==> config.mk <==
export PLATFORM = sky130hd
export DESIGN_NAME = sfrc_isqrt
export DESIGN_NICKNAME = d
export VERILOG_FILES = /design/src/sv/sfrc_pkg.sv /design/src/sv/sfrc_isqrt.sv
export SDC_FILE = /design/constraint.sdc
export NUM_CORES = 1
export LEC_CHECK = 0
export BUFFER_PORTS_ARGS = -buffer_cell sky130_fd_sc_hd__buf_2
export CORE_MARGIN = 2
export CORE_UTILIZATION = 44
export CTS_CLUSTER_SIZE = 24
export DETAILED_ROUTE_END_ITERATION = 6
export PLACE_DENSITY = 0.72
export SETUP_SLACK_MARGIN = 0.02
export SLEW_MARGIN = 10
export SYNTH_ARGS = -nofsm -noshare
export SYNTH_HDL_FRONTEND = slang
export SYNTH_SLANG_ARGS = --single-unit
==> constraint.sdc <==
create_clock -name clock -period 6 [get_ports clock]
set_input_delay 0 -clock clock [delete_from_list [all_inputs] [get_ports clock]]
set_output_delay 0 -clock clock [all_outputs]
set_load 0.005 [all_outputs]
==> src/sv/sfrc_pkg.sv <==
// shared types and constants of the square-free range counter
`timescale 1ns / 1ps
`default_nettype none
package sfrc_pkg;

   localparam int CountWidth = 21;

   typedef enum logic [13:0] {
      S_IDLE     = 14'b00000000000001,
      S_ROOT     = 14'b00000000000010,
      S_INIT     = 14'b00000000000100,
      S_SV_RD    = 14'b00000000001000,
      S_SV_CHK   = 14'b00000000010000,
      S_SV_Q     = 14'b00000000100000,
      S_CLEAR    = 14'b00000001000000,
      S_MK_RD    = 14'b00000010000000,
      S_MK_CHK   = 14'b00000100000000,
      S_MK_DIV   = 14'b00001000000000,
      S_MK_SET   = 14'b00010000000000,
      S_CNT      = 14'b00100000000000,
      S_CNT_TAIL = 14'b01000000000000,
      S_DONE     = 14'b10000000000000
   } state_type;

   typedef struct packed {
      logic busy;
      logic done;
   } unit_status_type;

endpackage
`default_nettype wire

==> src/sv/sfrc_isqrt.sv <==
// iterative integer square root, two input bits per cycle
`timescale 1ns / 1ps
`default_nettype none
module sfrc_isqrt #(
   parameter int W = 40
) (
   input  wire logic                  clock,
   input  wire logic                  reset,
   input  wire logic                  go,
   input  wire logic [W-1:0]          value,
   output sfrc_pkg::unit_status_type  status,
   output logic [(W+1)/2-1:0]         root
);
   localparam int N  = (W + 1) / 2;
   localparam int CB = $clog2(N + 1);

   logic [2*N-1:0] x_ff, x_in;
   logic [N+1:0]   rem_ff, rem_in;
   logic [N-1:0]   root_ff, root_in;
   logic [CB-1:0]  cnt_ff, cnt_in;
   logic           busy_ff, busy_in;
   logic           done_ff, done_in;
   logic [N+3:0]   rem_sh;
   logic [N+3:0]   trial;

   always_comb begin
      x_in    = x_ff;
      rem_in  = rem_ff;
      root_in = root_ff;
      cnt_in  = cnt_ff;
      busy_in = busy_ff;
      done_in = 1'b0;
      rem_sh  = {rem_ff, x_ff[2*N-1 -: 2]};
      trial   = (N+4)'({root_ff, 2'b01});
      if (go && !busy_ff) begin
         x_in    = (2*N)'(value);
         rem_in  = '0;
         root_in = '0;
         cnt_in  = '0;
         busy_in = 1'b1;
      end else if (busy_ff) begin
         x_in = {x_ff[2*N-3:0], 2'b00};
         if (rem_sh >= trial) begin
            rem_in  = (N+2)'(rem_sh - trial);
            root_in = {root_ff[N-2:0], 1'b1};
         end else begin
            rem_in  = (N+2)'(rem_sh);
            root_in = {root_ff[N-2:0], 1'b0};
         end
         if (cnt_ff == CB'(N - 1)) begin
            busy_in = 1'b0;
            done_in = 1'b1;
         end
         cnt_in = cnt_ff + 1'b1;
      end
   end

   always_ff @(posedge clock) begin
      x_ff    <= x_in;
      rem_ff  <= rem_in;
      root_ff <= root_in;
      cnt_ff  <= cnt_in;
      if (reset) begin
         busy_ff <= 1'b0;
         done_ff <= 1'b0;
      end else begin
         busy_ff <= busy_in;
         done_ff <= done_in;
      end
   end

   assign status.busy = busy_ff;
   assign status.done = done_ff;
   assign root        = root_ff;

endmodule
`default_nettype wire

==> flow_summary_export.csv <==
group,metric,value,unit
timing,tns,0,ns
worst_setup_path,critPathRequiredTime,6.24,ns
clocking,htree_levels,3,
clocking,cts_root_buffer,"clkbuf_8",
worst_setup_path,critPathLaunchType,"register",
route,viasPerCell,5.41,
synth,synth.area.top_cells,"edfxtp_1 (25%), dfxtp_1 (21%), mux2_2 (9.1%)",
clocking,clk_latency,0.37,ns
worst_setup_path,crit_start,"root[0]$_SDFFE_PP0P_",
synth,synth_seq_cells,89,
clocking,cts.repair.resized,0,
global_route,grt_first_pass_wirelength,16.9,mm
floorplanning,floorplan.die_area,11600,sq um
worst_setup_path,r2r-start,"root[0]$_SDFFE_PP0P_",
synth,synth_top_area_share,0.255,
floorplanning,die_w,108,um
power,fin_total_pwr,0.00242,W
clocking,cts_max_path_buffers,2,
place,pre_cts_slack,3.13,ns
timing,fmax,0.347,GHz
global_route,grt_max_degree,77,
final_layout,multiInputGateArea,2320,sq um
clocking,cts_sinks,89,
timing,finalSetupViolCount,0,
hold_path,hp-class,"input pin to register",
global_route,grt_pass1_vias,3715,
final_layout,syn2layout_area_growth,21.4,%
place,numPortBuffers,64,
run,drv_cap,0,
clocking,cts_tree,"built",
synth,syn-cell-area,4720,sq um
synth,async_flop_share,0,
final_layout,nets,609,
clocking,cts_made_buffers,9,
global_route,antenna_found_initial,0,
timing,layout_worst_path_cycle_share,0.481,
place,placed_area,5120,sq um
outcome,status,"finished, final reports clean",
timing,skew,0.0161,ns
route,routed_wirelength,10.0,mm
power,peakVddDrop,213,uV
floorplanning,die_h,108,um
worst_setup_path,timing.setup.critical_path_class,"register to register",
synth,synth.avg_cell_area,10.5,sq um
synth,synth_edf_count,40,
synth,netlist_instances,450,
timing,slew_headroom,0.322,
place,dp_hpwl,6.44,mm
worst_setup_path,crit_arrival,3.13,ns
route,detail_route.wl_per_cell,14.7,um
place,gp_congestion,0.874,
final_layout,n_antenna_cell,0,
final_layout,fin_area,5730,sq um
timing,rsz0062_at_grt,"no",
timing,worst_pin_slew,1.01,ns
clocking,path_clk_slew,0.10,ns
route,drt_first_iter_violations,230,
synth,ys_seq_area_frac,0.463,
floorplanning,io_pins,65,
route,num_vias,3698,
timing,maxSlewViolCount,0,
global_route,grt_usage,0.182,
power,power_leakage,2.27,nW
global_route,grt-ovfl-total,0,
synth,synth_top_cell_by_area,"edfxtp_1",
timing,fin_crit,2.88,ns
synth,yosysWarnings,0,
worst_setup_path,crit_fanout,36,
floorplanning,core,10400,sq um
final_layout,fillCellCount,899,
clocking,cts_hold_buf,41,
worst_setup_path,setup.worst_path.end_class,"register",
route,first_pass_iters,4,
floorplanning,start_util,0.455,
synth,synth_cell_type_count,50,
final_layout,drive_gt1_frac,0.241,
floorplanning,row_count,37,
hold_path,worst_hold_startpoint,"go",
synth,syn_nets,516,
power,p_per_area,423,nW/um^2
timing,hold_viol_final,0,
route,antenna_left,0,
clocking,cts_setup_buffers,0,
timing,final.setup.worst_slack,3.12,ns
route,drc,0,
final_layout,seq_area,2180,sq um
synth,ys.flop_type,"dfxtp_1",
## flip-flops by register name, indices dropped and copies added, names as in the netlist
register and count:
busy_ff 1, cnt_ff 5, done_ff 1, rem_ff 22, root 20, x_ff 40
## stage by stage
stage                     hold slack (ns)   util  cells
final                               0.157  0.552    684
after CTS                           0.154  0.552    684
after global routing                0.198  0.552    684
after detailed placement            0.183  0.493    627
after floorplan                    0.0716      -    450
after global placement              0.182  0.493    627
## power breakdown
group	internal [W]	switching [W]
sequential	0.000739	0.0000597
combinational	0.000532	0.000676
clock	0.000167	0.000248
total	0.00144	0.000984
## layout make-up
cell class,instances,share of cell area
clock buffer,9,0.0216
clock inverter,7,0.0133
inverter,28,0.0183
multi-input combinational,307,0.404
sequential,89,0.381
tap,136,0.0297
timing repair buffer,108,0.131
## logic make-up after synthesis
family,share of synthesized area
AOI/OAI and AO/OA,0.191
xor gates and xnor gates,0.0390
adders and majority gates,0.0610
buffers and inverters,0.0480
DFF,0.463
muxes,0.0950
and+or+nand+nor,0.103
## critical path, cell delays in order, from the launching register on
cell,delay [ns]
dfxtp_1,0.37
inv_1,0.06
ha_1,0.34
nor2b_1,0.19
o311ai_4,0.27
a31oi_4,0.17
a221oi_4,0.40
o2bb2ai_4,0.42
inv_1,0.13
nand2_1,0.26
o21ai_0,0.15
## final timing paths
kind | depth (start not counted) | end | slack, ns
worst max-delay path | 10 | rem_ff[19]$_SDFFE_PP0P_ | 3.12
worst min-delay path | 2 | cnt_ff[4]$_SDFFE_PP0P_ | 0.16
worst max register to register | 10 | rem_ff[19]$_SDFFE_PP0P_ | 3.12
worst min register to register | 2 | rem_ff[20]$_SDFFE_PP0P_ | 0.48
## cells in the mapped netlist (all sizes together), types with 5 or more instances
| cell type | instances |
|---|---|
| nand3 | 8 |
| o31ai | 19 |
| xnor2 | 11 |
| nand2 | 49 |
| nor2 | 10 |
| clkbuf | 20 |
| a22o | 13 |
| xor2 | 10 |
| edfxtp | 40 |
| dfxtp | 49 |
| nor2b | 5 |
| nand2b | 9 |
| mux2 | 38 |
| a21oi | 20 |
| o21ai | 38 |
| inv | 28 |
| a32oi | 9 |
| buf | 6 |
| ha | 23 |
## per-layer routing
metal,share of wire,vias up,global-route usage
li1,-,1830,-
met1,0.45,1767,0.229
met2,0.50,95,0.310
met3,0.051,6,0.0502
met4,0.0083,0,0.0430
met5,0,-,0
## cell usage in the layout (no fill, tap or decap), drive strengths merged, types with 11 or more instances in the layout
cell,n
buf,67
nand2,49
dfxtp,49
dlygate4sd3,41
edfxtp,40
mux2,38
o21ai,38
inv,33
ha,23
a21oi,20
o31ai,19
a22o,13
xnor2,11
Note: power is estimated with default switching activity, not from simulation.
