==> config.mk <==
export PLATFORM = sky130hd
export DESIGN_NAME = sfrc_divider
export DESIGN_NICKNAME = d
export VERILOG_FILES = /design/src/sv/sfrc_pkg.sv /design/src/sv/sfrc_divider.sv
export SDC_FILE = /design/constraint.sdc
export NUM_CORES = 1
export LEC_CHECK = 0
export ABC_AREA = 1
export BUFFER_PORTS_ARGS = -buffer_cell sky130_fd_sc_hd__buf_4
export CORE_ASPECT_RATIO = 1.5
export CORE_UTILIZATION = 55
export CTS_BUF_LIST = sky130_fd_sc_hd__clkbuf_2 sky130_fd_sc_hd__clkbuf_4 sky130_fd_sc_hd__clkbuf_8
export DETAILED_ROUTE_END_ITERATION = 10
export PLACE_DENSITY = 0.78
export SYNTH_ARGS = -nofsm -noshare
export SYNTH_HDL_FRONTEND = slang
export SYNTH_SLANG_ARGS = --single-unit
==> constraint.sdc <==
create_clock -name clock -period 5.53 [get_ports clock]
set_input_delay 0.2765 -clock clock [delete_from_list [all_inputs] [get_ports clock]]
set_output_delay 0.2765 -clock clock [all_outputs]
set_load 0.01 [all_outputs]
==> src/sv/sfrc_pkg.sv <==
// shared types and constants of the square-free range counter
`timescale 1ns / 1ps
`default_nettype none
package sfrc_pkg;

   localparam int CountWidth = 21;

   typedef enum logic [13:0] {
      S_IDLE     = 14'b00000000000001,
      S_ROOT     = 14'b00000000000010,
      S_INIT     = 14'b00000000000100,
      S_SV_RD    = 14'b00000000001000,
      S_SV_CHK   = 14'b00000000010000,
      S_SV_Q     = 14'b00000000100000,
      S_CLEAR    = 14'b00000001000000,
      S_MK_RD    = 14'b00000010000000,
      S_MK_CHK   = 14'b00000100000000,
      S_MK_DIV   = 14'b00001000000000,
      S_MK_SET   = 14'b00010000000000,
      S_CNT      = 14'b00100000000000,
      S_CNT_TAIL = 14'b01000000000000,
      S_DONE     = 14'b10000000000000
   } state_type;

   typedef struct packed {
      logic busy;
      logic done;
   } unit_status_type;

endpackage
`default_nettype wire

==> src/sv/sfrc_divider.sv <==
// iterative restoring divider, remainder only, one bit per cycle
`timescale 1ns / 1ps
`default_nettype none
module sfrc_divider #(
   parameter int W = 40
) (
   input  wire logic                  clock,
   input  wire logic                  reset,
   input  wire logic                  go,
   input  wire logic [W-1:0]          dividend,
   input  wire logic [W-1:0]          divisor,
   output sfrc_pkg::unit_status_type  status,
   output logic [W-1:0]               remainder
);
   localparam int CB = $clog2(W + 1);

   logic [W-1:0]  num_ff, num_in;
   logic [W-1:0]  den_ff, den_in;
   logic [W-1:0]  rem_ff, rem_in;
   logic [CB-1:0] cnt_ff, cnt_in;
   logic          busy_ff, busy_in;
   logic          done_ff, done_in;
   logic [W:0]    rem_sh;

   always_comb begin
      num_in  = num_ff;
      den_in  = den_ff;
      rem_in  = rem_ff;
      cnt_in  = cnt_ff;
      busy_in = busy_ff;
      done_in = 1'b0;
      rem_sh  = {rem_ff, num_ff[W-1]};
      if (go && !busy_ff) begin
         num_in  = dividend;
         den_in  = divisor;
         rem_in  = '0;
         cnt_in  = '0;
         busy_in = 1'b1;
      end else if (busy_ff) begin
         num_in = {num_ff[W-2:0], 1'b0};
         if (rem_sh >= {1'b0, den_ff}) begin
            rem_in = W'(rem_sh - {1'b0, den_ff});
         end else begin
            rem_in = W'(rem_sh);
         end
         if (cnt_ff == CB'(W - 1)) begin
            busy_in = 1'b0;
            done_in = 1'b1;
         end
         cnt_in = cnt_ff + 1'b1;
      end
   end

   always_ff @(posedge clock) begin
      num_ff <= num_in;
      den_ff <= den_in;
      rem_ff <= rem_in;
      cnt_ff <= cnt_in;
      if (reset) begin
         busy_ff <= 1'b0;
         done_ff <= 1'b0;
      end else begin
         busy_ff <= busy_in;
         done_ff <= done_in;
      end
   end

   assign status.busy = busy_ff;
   assign status.done = done_ff;
   assign remainder   = rem_ff;

   a_rem_below_divisor: assert property (@(posedge clock) disable iff (reset)
      done_ff |-> (den_ff == '0 || rem_ff < den_ff))
      else $error("remainder not below divisor");

   a_done_ends_busy: assert property (@(posedge clock) disable iff (reset)
      done_ff |-> !busy_ff)
      else $error("divider done while still busy");

   a_go_starts: assert property (@(posedge clock) disable iff (reset)
      (go && !busy_ff) |=> busy_ff)
      else $error("divider did not start");

endmodule
`default_nettype wire

==> results of run 1 <==
==> kinds of logic after synthesis <==
logic type | after synthesis
compound gates | 66
xor+xnor | 22
fa+ha+maj | 42
buf+inv | 251
flops | 128
simple gates | 731
==> worst min path at each step <==
| stage | startpoint | endpoint | slack (ns) |
|---|---|---|---|
| global route | dividend[18] | num_ff[18] | 0.06 |
| detailed placement | divisor[35] | den_ff[35] | 0.46 |
| floorplan | reset | done_ff | 0.35 |
| CTS | dividend[18] | num_ff[18] | 0.05 |
| global placement | reset | done_ff | 0.45 |
| finish | dividend[27] | num_ff[27] | 0.07 |
==> sequential cells by signal, indices dropped and copies added, names as in the netlist <==
register and count:
den_ff 40, num_ff 40, remainder 40, cnt_ff 6, busy_ff 1, done_ff 1
==> through the flow <==
stage / worst slack [ns] / power, W / hold WS (ns) / instances / util, %
after floorplan: 3.22 / 0.00256 / 0.348 / 1240 / -
after global placement: 2.54 / 0.00306 / 0.446 / 1537 / 63.2
after detailed placement: 2.48 / 0.00308 / 0.456 / 1537 / 63.2
after CTS: 2.43 / 0.00386 / 0.0461 / 1610 / 68.2
after global routing: 2.15 / 0.00415 / 0.0583 / 1610 / 68.2
final: 2.45 / 0.00385 / 0.0722 / 1610 / 68.2
==> cells in the mapped netlist, types with 2 or more instances <==
master    number  area share (%)
nand2_1      512              23
inv_1        211             9.4
nand3_1       98             5.8
edfxtp_1      80              28
nor2_1        69             3.1
dfxtp_1       48              11
ha_1          41             6.1
a21oi_1       30             1.8
o21ai_0       24             1.4
xnor2_1       21             2.2
nand3b_1      20             1.8
clkbuf_1      12            0.53
buf_2         10            0.59
inv_2          9            0.40
nor2_2         9            0.67
nor3_1         8            0.47
and2_1         5            0.37
buf_1          4            0.18
nand2_2        3            0.22
o21ai_1        3            0.18
a21o_1         2            0.18
buf_4          2            0.18
nand3_2        2            0.24
nand4_1        2            0.15
o21bai_1       2            0.18
==> where the power goes <==
group / switching [W] / internal [W] / leakage [nW] / total (W)
sequential: 0.000108 / 0.00118 / 1.19 / 0.00128
clock: 0.000431 / 0.000322 / 0.182 / 0.000753
combinational: 0.00111 / 0.000707 / 4.14 / 0.00182
total: 0.00165 / 0.00220 / 5.51 / 0.00385
==> worst min-delay path: cells and delay by family <==
kind                   cells  cell delay (ns)
buffers and inverters      1             0.08
AND/OR/NAND/NOR            2             0.09
==> repair_timing <==
item,4_1_cts,5_1_grt
endpoints found under the hold margin,42,0
hold buffers,41,0
endpoints found under the setup margin,0,0
buffers inserted,0,0
==> metal layers <==
| layer | up-vias | share of wire [%] | routed length, um |
|---|---|---|---|
| met3 | 50 | 3.6 | 816 |
| met1 | 3593 | 39 | 8820 |
| met4 | 0 | 3.7 | 847 |
| met2 | 194 | 54 | 12200 |
| met5 | - | 0 | 0 |
| li1 | 4144 | - | - |
==> layout make-up <==
cell class                      instances  area, sq um
Fill cell                            1347         4790
Sequential cell                       128         3360
Multi-Input combinational cell        861         4120
Clock inverter                         15          123
Tap cell                              199          249
Timing Repair Buffer                  169         1370
Clock buffer                           17          234
Inverter                              221          830
==> results.txt, run 1 <==
The flow ran to the end, and the final reports show no timing, DRC or antenna violations. Dividing the detail-routed wire length by the instance count gives 14.1 um. The global router's overall resource usage is a little under a third. The number of flops mapped to enable cells by yosys is 80. The global routing stage identified its most utilized layer as met2.

The total number of cells along the worst setup path is 13. The H-tree generated during clock tree synthesis spans 4 levels. The met1 track demand over resource in global routing came out at 31.4%.

The final critical delay including setup and external delays came out at 3.08 ns. The wire-length estimate of the detail-placed layout is 16.8 mm. By startpoint and endpoint, the worst setup path is classified as flip-flop to flip-flop. For this design, the slowest cell found on the critical path is nand2_2. The library cell used most frequently in the layout, excluding fill and tap cells, is nand2_1. The cell leakage power is 5.51 nW. The length of the first detailed-routing pass in iterations came out at 5. The total of endpoints with negative setup slack in the final report is 0. Following the worst setup path forward leads to its endpoint at remainder[33]. The detailed router finished its first iteration with 315 violations. The initial antenna violation count is 0. Multiplexer cells account for 0% of the synthesized area. The post-synthesis adder-cell area fraction came out at 6.31%.

For the pin with the worst max-slew slack, the measured transition is 1.11 ns. The worst min-delay path category is input port to flip-flop. The synthesized netlist net count is 1365.

The share of the cycle needed by the critical path after routing is 55.8%. From bottom edge to top edge, the die measures about 150 um. The cell depth of the worst hold path came out at 3. Counting cells, the worst reg-to-reg path comes to 13. After synthesis, the largest family of logic cells by area is simple AND/OR/NAND/NOR gates. The initial cell density of the core is roughly 56%. In the synthesized netlist the async set-or-reset flop fraction comes to 0%. The parity-gate share of the synthesized area counting xor and xnor cells came out at 2.28%. The remaining antenna violation count came out at 0. The synthesis warning total is 0. The ratio of cells with drive above 1 in the final layout is 13.4%.

The number of resized instances in the post-cts repair step is 0. The number of I/O pins came out at 125. Setup repair after global routing left no endpoint under its margin. The signal on the critical path passes through inv_1 -> ha_1 -> nand2_1 -> nor2_1 -> nand3_1 -> nand3_2 -> nand2_1 -> nand3_2 -> nand2_4 -> nand2_2 -> nand3_1 -> nand2_1 -> nand2_1.

The most used flip-flop cell after synthesis is edfxtp_1. Sequential cells were found to cover 39.8% of the synthesized design area. The residual overflow from global routing came out at 0. The layout overhead on the synthesized area is 21.7%. The cell repeated most along the worst path is nand2_1. The clock net sink count came out at 128. The cell count after synthesis came out at around 1.2k. The die span in x is around 100 um.

Together, buffers and inverters on the worst path number 1. The fraction of the mapped netlist area in compound gates came out at around 4.2%. The first-pass GRT wire length is 36.6 mm. Across the VDD grid, the largest voltage drop is around 210 uV. Grouping stages by cell kind, the critical path spends the most delay in simple AND/OR/NAND/NOR gates.

The area fraction in and, or, nand and nor cells after synthesis came out at 35.8%. For this run, global-route usage on met3 was measured as 5.36%. The startpoint type of the worst setup path is a flip-flop. The synthesized cell area is 8450 sq um. The largest fanout of any net on the critical path is 42.

The final RePlAce weighted congestion came out at 0.945. The area of the placeable core came out at 15100 sq um. The number of global-route vias before repair is 7917.

The largest clock skew in the final design came out at 0.0115 ns. Leaving out fill and tap cells, the most frequent cells in the layout are 512 x nand2_1, 210 x inv_1, 128 x buf_4. The number of nets in the layout came out at ~1.5k. The endpoint arrival time on the critical path is around 3.4 ns.

The later-pin clock latency in the skew report came out at approximately 0.47 ns. The final design area excluding fillers is about 10000 sq um. STA classifies the critical path endpoint as a flip-flop. The number of port buffers is around 120. The data required time of the worst path came out at slightly below 6 ns.

The die covers 15900 sq um. Clock-pin slew was measured on the worst setup and hold paths at 0.09 ns. The ratio of routed vias to standard cells is 4.96. The clock tree from TritonCTS is yes. The synthesized area per cell came out at 6.82 sq um. The final count of hold timing violations is 0. Clock tree synthesis selected as its root buffer the cell clkbuf_8. The total detailed-routing wirelength is 22.7 mm. After synthesis, the netlist uses 38 different library cells. The clock tree buffer depth is 2. The worst slew margin relative to its limit came out at 25.3%. The final routed DRC violation total is 0. The number of clock buffers added by TritonCTS is 17. The met2 track demand over resource in global routing is between 50% and 60%.

The repair_antennas step left the layout with diodes totalling 0. In this run, synthesis produced a sequential element count of approximately 130. The via count came out at 7981.

The highest attainable clock frequency is 324 MHz. The final count of pins violating max slew is 0. The largest single stage delay on the critical path is between 0.7 and 0.8 ns. In this run the critical register-to-register path is launched from den_ff[8]. The most critical setup path has its startpoint at den_ff[8]. The number of rows created at floorplan is 55.

The pin count of the biggest net entering global routing came out at 81. The minimum setup slack among reg-to-reg paths came out at about 2.4 ns. The cell area after placement came out at 9520 sq um.

Dividing total power by cell area gives a power density of 375 nW/um^2. The worst register-to-register path ends at remainder[33]. The sum of negative setup slack is 0 ns. The max-cap check violation count is 0.
Note: power is estimated with default switching activity, not from simulation.
==> run 2, diff against run 1 <==
--- a/config.mk
+++ b/config.mk
@@ -8,10 +8,10 @@
 export ABC_AREA = 1
 export BUFFER_PORTS_ARGS = -buffer_cell sky130_fd_sc_hd__buf_4
 export CORE_ASPECT_RATIO = 1.5
-export CORE_UTILIZATION = 55
+export CORE_UTILIZATION = 54
 export CTS_BUF_LIST = sky130_fd_sc_hd__clkbuf_2 sky130_fd_sc_hd__clkbuf_4 sky130_fd_sc_hd__clkbuf_8
 export DETAILED_ROUTE_END_ITERATION = 10
-export PLACE_DENSITY = 0.78
+export PLACE_DENSITY = 0.8
 export SYNTH_ARGS = -nofsm -noshare
 export SYNTH_HDL_FRONTEND = slang
 export SYNTH_SLANG_ARGS = --single-unit
==> constraint.sdc (replaced) <==
create_clock -name clock -period 2.8 [get_ports clock]
set_input_delay 0.14 -clock clock [delete_from_list [all_inputs] [get_ports clock]]
set_output_delay 0.14 -clock clock [all_outputs]
set_load 0.01 [all_outputs]
==> results.txt, run 2 (synthesis results as in run 1) <==
The global router's overall resource usage is about a third. The layout overhead on the synthesized area is 27.7%. The transition time of the tightest slew-check pin came out at 0.649 ns. The cell class contributing the biggest share of worst-path delay is simple AND/OR/NAND/NOR gates. The area of the placeable core came out at 15200 sq um. The residual overflow from global routing is 0. The setup path with the least slack is of type flip-flop to flip-flop. The cell-internal power came out at 0.00453 W. The remaining antenna violation count came out at 0. The sink of the worst hold path is cnt_ff[0]. The total die area came out at 16200 sq um.

The number of design-rule violations left by the first detailed-router iteration came out at 493. The number of global-route vias before repair was 8395. The repair_antennas step left the layout with diodes totalling 0. The length of the first detailed-routing pass in iterations is 5. The ratio of routed vias to standard cells came out at approximately 5.1.

The master cell of the clock root buffer is clkbuf_8. In the final design database the tool counted ~1.6k nets. The clock tree buffer depth is 2. TritonCTS built the clock tree. The number of rows created at floorplan came out at 55.

The clock group share of total power is about a fifth. The max-cap check violation count is 0. The final design area excluding fillers is 10800 sq um. The pin count of the biggest net entering global routing came out at 58. The cell depth of the worst hold path is 4.

The placed wire-length estimate came out at 17.4 mm. In this run the power spent charging and discharging nets is between 0.003 and 0.004 W. The slack of the critical path came out at ~0.26 ns. Data on the critical path arrives at its endpoint at between 2 and 3 ns. In the final timing run, aggregate negative setup slack is 0 ns.

The flow ran to the end, and the final reports show no timing, DRC or antenna violations. The type of destination of the critical path is a flip-flop. Wires add up to roughly 25 mm. The die height came out at 155 um.

After detailed placement, the total cell area comes to 9600 sq um. The number of cells on the worst reg-to-reg path came out at 15. The startpoint of the tightest hold check path is go. Summed over all cells, the static leakage comes to 5.73 nW. The finished layout holds 1659 standard cells, fillers aside.

The final critical delay including setup and external delays came out at 2.54 ns. Based on the critical path, the design can be clocked at up to approximately 400 MHz. In the final routed layout, each cell accounts on average for 15.0 um. Prior to clock tree synthesis, the placed netlist has a worst setup slack of 0.314 ns. For this configuration, the core starts out at a cell density of 55.6%. The final count of hold timing violations came out at 0. The slowest stage of the critical path is the buf_4 cell.

Across the VDD grid, the largest voltage drop is roughly 450 uV. For this design the top-level I/O count stands at 125. After detailed routing, the number of remaining DRC violations is 0. Setup repair after global routing left no endpoint under its margin. The endpoint identified for the worst register-to-register timing path is remainder[33]. Measured against its own limit, the worst slew margin works out to 56.8%.

The total power density per cell area is between 700 and 800 nW/um^2. The ratio of cells with drive above 1 in the final layout is approximately 14%. Buffers placed on the I/O ports in this run total 124. The buffers plus inverters on the worst setup path is 3. The share of the cycle needed by the critical path after routing came out at 90.6%. Among the stages of the critical path, the cell type that occurs most often is nand2_1.

The via count is roughly 8.4k. The minimum setup slack among reg-to-reg paths is 0.26 ns. The delay of the slowest critical-path stage came out at 0.40 ns.

Clock tree synthesis found a total of between 100 and 150 sinks. The clock transition at the registers of the reported paths came out at roughly 0.09 ns. The library cell used most frequently in the layout, excluding fill and tap cells, is nand2_1.

The clock buffer count from CTS came out at 17. The combinational cell fraction of total power came out at between 40% and 50%. The later-pin clock latency in the skew report came out at between 0.4 and 0.5 ns. The final count of pins violating max slew came out at 0.

The worst setup path is launched from a flip-flop. The H-tree was split into 4 levels. The initial antenna violation count is 0. In this run the critical register-to-register path is launched from den_ff[6]. The library cells used most frequently in the layout, excluding fill and tap cells, are 512 x nand2_1, 210 x inv_1, 136 x buf_4. The switching part of the total is 42.4%. The final RePlAce weighted congestion is 0.959. The die span in x is ~100 um.

The worst min-delay path category is input port to flip-flop. The critical path goes through inv_1 -> ha_1 -> nand2_1 -> nor2_1 -> nand3_1 -> nand3_2 -> nand2_1 -> nand3_2 -> nand2_4 -> buf_4 -> nand3_1 -> nand2_1 -> inv_1 -> nand2_1 -> nand2_1. The largest fanout of any net on the critical path came out at 41. The data required time of the worst path came out at between 3 and 4 ns.

The total of endpoints with negative setup slack in the final report is 0. The first-pass GRT wire length is 40.0 mm. The proportion of power drawn by flip-flops and latches is 32.4%.

The largest clock skew in the final design came out at around 0.015 ns. The total instance count after detailed placement is 1546.
-- run 2: cell count changes in the layout (fill, tap and decap cells not counted), moves of 2 or more --
cell,previous run,this run
dlygate4sd3_1,41,81
buf_4,128,136
clkbuf_4,0,2
clkinv_2,3,1
inv_6,6,4
-- run 2: timing repair --
| item | 4_1_cts | 5_1_grt |
|---|---|---|
| hold endpoints to repair | 82 | 0 |
| setup buffers | 0 | 0 |
| hold buffers | 81 | 0 |
| resized for setup | 0 | 0 |
-- run 2: per-layer routing --
layer	wire length (um)	share of wire [%]	up-vias	track usage [%]
met3	1260	5.1	79	6.79
met5	0	0	-	0
li1	-	-	4250	-
met2	13100	53	272	59.9
met1	9290	37	3782	31.9
met4	1230	4.9	0	19.3
-- run 2: power groups by stage --
stage	registers (W)	logic (W)	clock network, W
final	0.00255	0.00373	0.00159
after global routing	0.00258	0.00416	0.00167
after CTS	0.00254	0.00368	0.00160
after detailed placement	0.00258	0.00356	0
after global placement	0.00258	0.00353	0
after floorplan	0.00261	0.00245	0
-- run 2: final cells by class --
type | instances | area, sq um
Multi-Input combinational cell | 861 | 4120
Timing Repair Buffer | 218 | 1850
Tap cell | 199 | 249
Sequential cell | 128 | 3360
Fill cell | 1271 | 4420
Clock buffer | 19 | 249
Inverter | 221 | 830
Clock inverter | 13 | 130
-- run 2: worst max path at each step --
stage                     depth (start not counted)  slack [ns]    startpoint             to
after floorplan                                   2        0.49       busy_ff      den_ff[0]
after global placement                           12        0.32  remainder[5]  remainder[32]
after detailed placement                         13        0.31     den_ff[6]  remainder[32]
after CTS                                        13        0.30     den_ff[6]  remainder[13]
after global routing                             15        0.06     den_ff[6]  remainder[33]
final                                            15        0.26     den_ff[6]  remainder[33]
-- run 2: through the flow --
stage                     utilization (%)  total power (W)  hold WS [ns]
final                                71.0          0.00786        0.0603
after global routing                 71.0          0.00841        0.0699
after CTS                            71.0          0.00782        0.0559
after detailed placement             63.1          0.00614         0.312
after global placement               63.1          0.00611         0.309
after floorplan                         -          0.00506         0.211
-- run 2: worst min-delay path: cells and delay by family --
kind	cells	cell delay, ns
compound gates	2	0.18
buf+inv	2	0.16
==> run 3, diff against run 2 <==
--- a/config.mk
+++ b/config.mk
@@ -8,10 +8,10 @@
 export ABC_AREA = 1
 export BUFFER_PORTS_ARGS = -buffer_cell sky130_fd_sc_hd__buf_4
 export CORE_ASPECT_RATIO = 1.5
-export CORE_UTILIZATION = 54
-export CTS_BUF_LIST = sky130_fd_sc_hd__clkbuf_2 sky130_fd_sc_hd__clkbuf_4 sky130_fd_sc_hd__clkbuf_8
+export CORE_UTILIZATION = 55
+export CTS_BUF_LIST = sky130_fd_sc_hd__clkbuf_16
 export DETAILED_ROUTE_END_ITERATION = 10
-export PLACE_DENSITY = 0.8
+export PLACE_DENSITY = 0.78
 export SYNTH_ARGS = -nofsm -noshare
 export SYNTH_HDL_FRONTEND = slang
 export SYNTH_SLANG_ARGS = --single-unit
==> constraint.sdc (replaced) <==
create_clock -name clock -period 2.89 [get_ports clock]
set_input_delay 0.1445 -clock clock [delete_from_list [all_inputs] [get_ports clock]]
set_output_delay 0.1445 -clock clock [all_outputs]
set_load 0.01 [all_outputs]
==> results.txt, run 3 (synthesis results as in run 1) <==
The startpoint type of the worst setup path is a flip-flop. The sequential cell area in the final layout came out at 3360 sq um. The final design area excluding fillers came out at 10900 sq um. The most congested layer reported by global routing is met2. The floorplan step defined a die boundary enclosing about 16000 sq um. For this run, design rule violations remaining after detail routing come to 0.

The final critical delay including setup and external delays came out at 2.60 ns. The final RePlAce weighted congestion came out at 1.01. The clock buffer count from CTS is 17. The type of destination of the critical path is a flip-flop. The worst slew margin relative to its limit is 42.7%. The clock tree from TritonCTS is yes. Entering global routing, the biggest net connects 49 pins.

The remaining antenna violation count is 0. The worst-case hold slack is 0.00611 ns. Derived from the worst setup path, the maximum achievable clock frequency is 384 MHz. The total detailed-routing wirelength is around 25 mm.

The post-route netlist has 13.6% of its cells at a drive strength greater than 1. The final count of hold timing violations is 0. The die span in x came out at 103 um. The largest fanout of any net on the critical path is 24.

In the finished design, the share of the clock period the worst path needs comes to between 90% and 100%. The pre-antenna-repair detailed-routing pass consisted of 6 iterations. The post-route non-filler standard cell count came out at 1652. The library cells used most frequently in the layout, excluding fill and tap cells, are 512 x nand2_1, 210 x inv_1, 136 x buf_4. The number of setup buffers added after CTS is 0. The via count is 8430. The clock net sink count came out at 128. For this run the aggregate overflow at the end of global routing stands at 0. The clock tree buffer depth is 2.

The first-pass GRT wire length came out at between 30 and 40 mm. The cell area after placement is between 9000 and 10000 sq um. The number of H-tree levels is 4.

During placement, the flow inserted port buffers numbering 124. The detailed-route wire length per cell came out at ~15 um. The number of rows created at floorplan is 55. At the pin with the least slew margin, the transition time is 0.858 ns. Counting the fill cells in the layout gives 1240. For this design the ratio of total power to cell area is 756 nW/um^2. The master cell of the clock root buffer is clkbuf_16. For met2 alone, demand over resource in global routing was 62.7%. The total instance count after detailed placement is 1545. In the routed layout, each cell is associated on average with a via count of roughly 5. The number of nets in the layout came out at 1565.

The placed wire-length estimate came out at roughly 18 mm. The largest clock skew in the final design came out at 0.0134 ns. The final count of pins violating max slew is 0. The cell leakage power came out at 5.80 nW. The sum of negative setup slack is 0 ns.

The initial antenna violation count came out at 0. The number of antenna diodes came out at 0. The data required time of the worst path is 3.19 ns. The flow ran to the end, and the final reports show no timing, DRC or antenna violations.

VDD sags by at most about 540 uV. The endpoint arrival time on the critical path came out at 2.90 ns. Clock latency on the worst-skew pair, taken at its later pin, is 0.43 ns. The reg-to-reg critical path startpoint is den_ff[5]. The number of global-route vias before repair came out at between 8k and 9k. Setup repair after global routing left no endpoint under its margin. In this run the most critical hold path is launched from dividend[25]. The tightest min-delay check is of the input port to flip-flop type. The die height is 154 um. The critical path starts at den_ff[5]. The initial cell density of the core came out at between 50 and 60%.

The global router's overall resource usage came out at 33.0%. The area occupied by multi-input gates came out at 4120 sq um. The number of design-rule violations left by the first detailed-router iteration came out at 429. The number of I/O pins came out at 125. The layout overhead on the synthesized area is 29.2%.

Global routing consumed, on the met3 layer, 5.32% of the routing resources. The max-cap check violation count is 0. The total of endpoints with negative setup slack in the final report is 0.

The clock transition at the registers of the reported paths is 0.06 ns. For this run, global-route usage on met1 was measured as 33.4%. The critical path is of the flip-flop to flip-flop type. The library cell used most frequently in the layout, excluding fill and tap cells, is nand2_1.

The area of the placeable core is 15100 sq um.
-- run 3: timing repair --
item / 4_1_cts / 5_1_grt
resized for setup: 0 / 0
hold buffers: 75 / 0
endpoints found under the hold margin: 76 / 0
-- run 3: routing by layer --
layer  up-vias  share of wire (%)  wire length [um]
met5         -                  0                 0
met4         0                4.4              1100
li1       4229                  -                 -
met2       245                 54             13600
met1      3885                 37              9410
met3        71                4.1              1030
-- run 3: path summary, 6_finish.rpt --
path	end	depth (start not counted)	slack [ns]
worst min register to register	remainder[27]	2	0.49
worst max-delay path	remainder[10]	14	0.29
worst min-delay path	num_ff[25]	3	0.006
worst max register to register	remainder[10]	14	0.29
-- run 3: metrics by stage --
stage          setup WS, ns  total power, W  utilization (%)
4_1_cts               0.354         0.00822             72.4
3_5_place_dp          0.373         0.00595             63.6
5_1_grt              0.0859         0.00879             72.4
6_report              0.289         0.00825             72.4
3_3_place_gp          0.407         0.00591             63.6
2_1_floorplan         0.581         0.00490                -
-- run 3: area by class of cell --
class | count | area share, %
multi-input combinational | 861 | 37.7
clock buffer | 17 | 3.90
sequential | 128 | 30.8
clock inverter | 15 | 1.49
tap | 199 | 2.28
inverter | 221 | 7.60
timing repair buffer | 211 | 16.2
-- run 3: where the power goes --
part           internal, W  switching, W
sequential         0.00225      0.000217
clock              0.00117       0.00101
combinational      0.00141       0.00219
-- run 3: critical path: stages, from the launching register on --
cell	delay (ns)
edfxtp_1	0.34
inv_1	0.06
ha_1	0.36
nand2_1	0.14
nor2_1	0.22
nand3_1	0.12
nand3_2	0.16
nand2_1	0.10
nand3_2	0.11
nand2_4	0.15
nand2_2	0.10
buf_4	0.29
nand2_1	0.12
nand3_1	0.08
o21ai_0	0.10
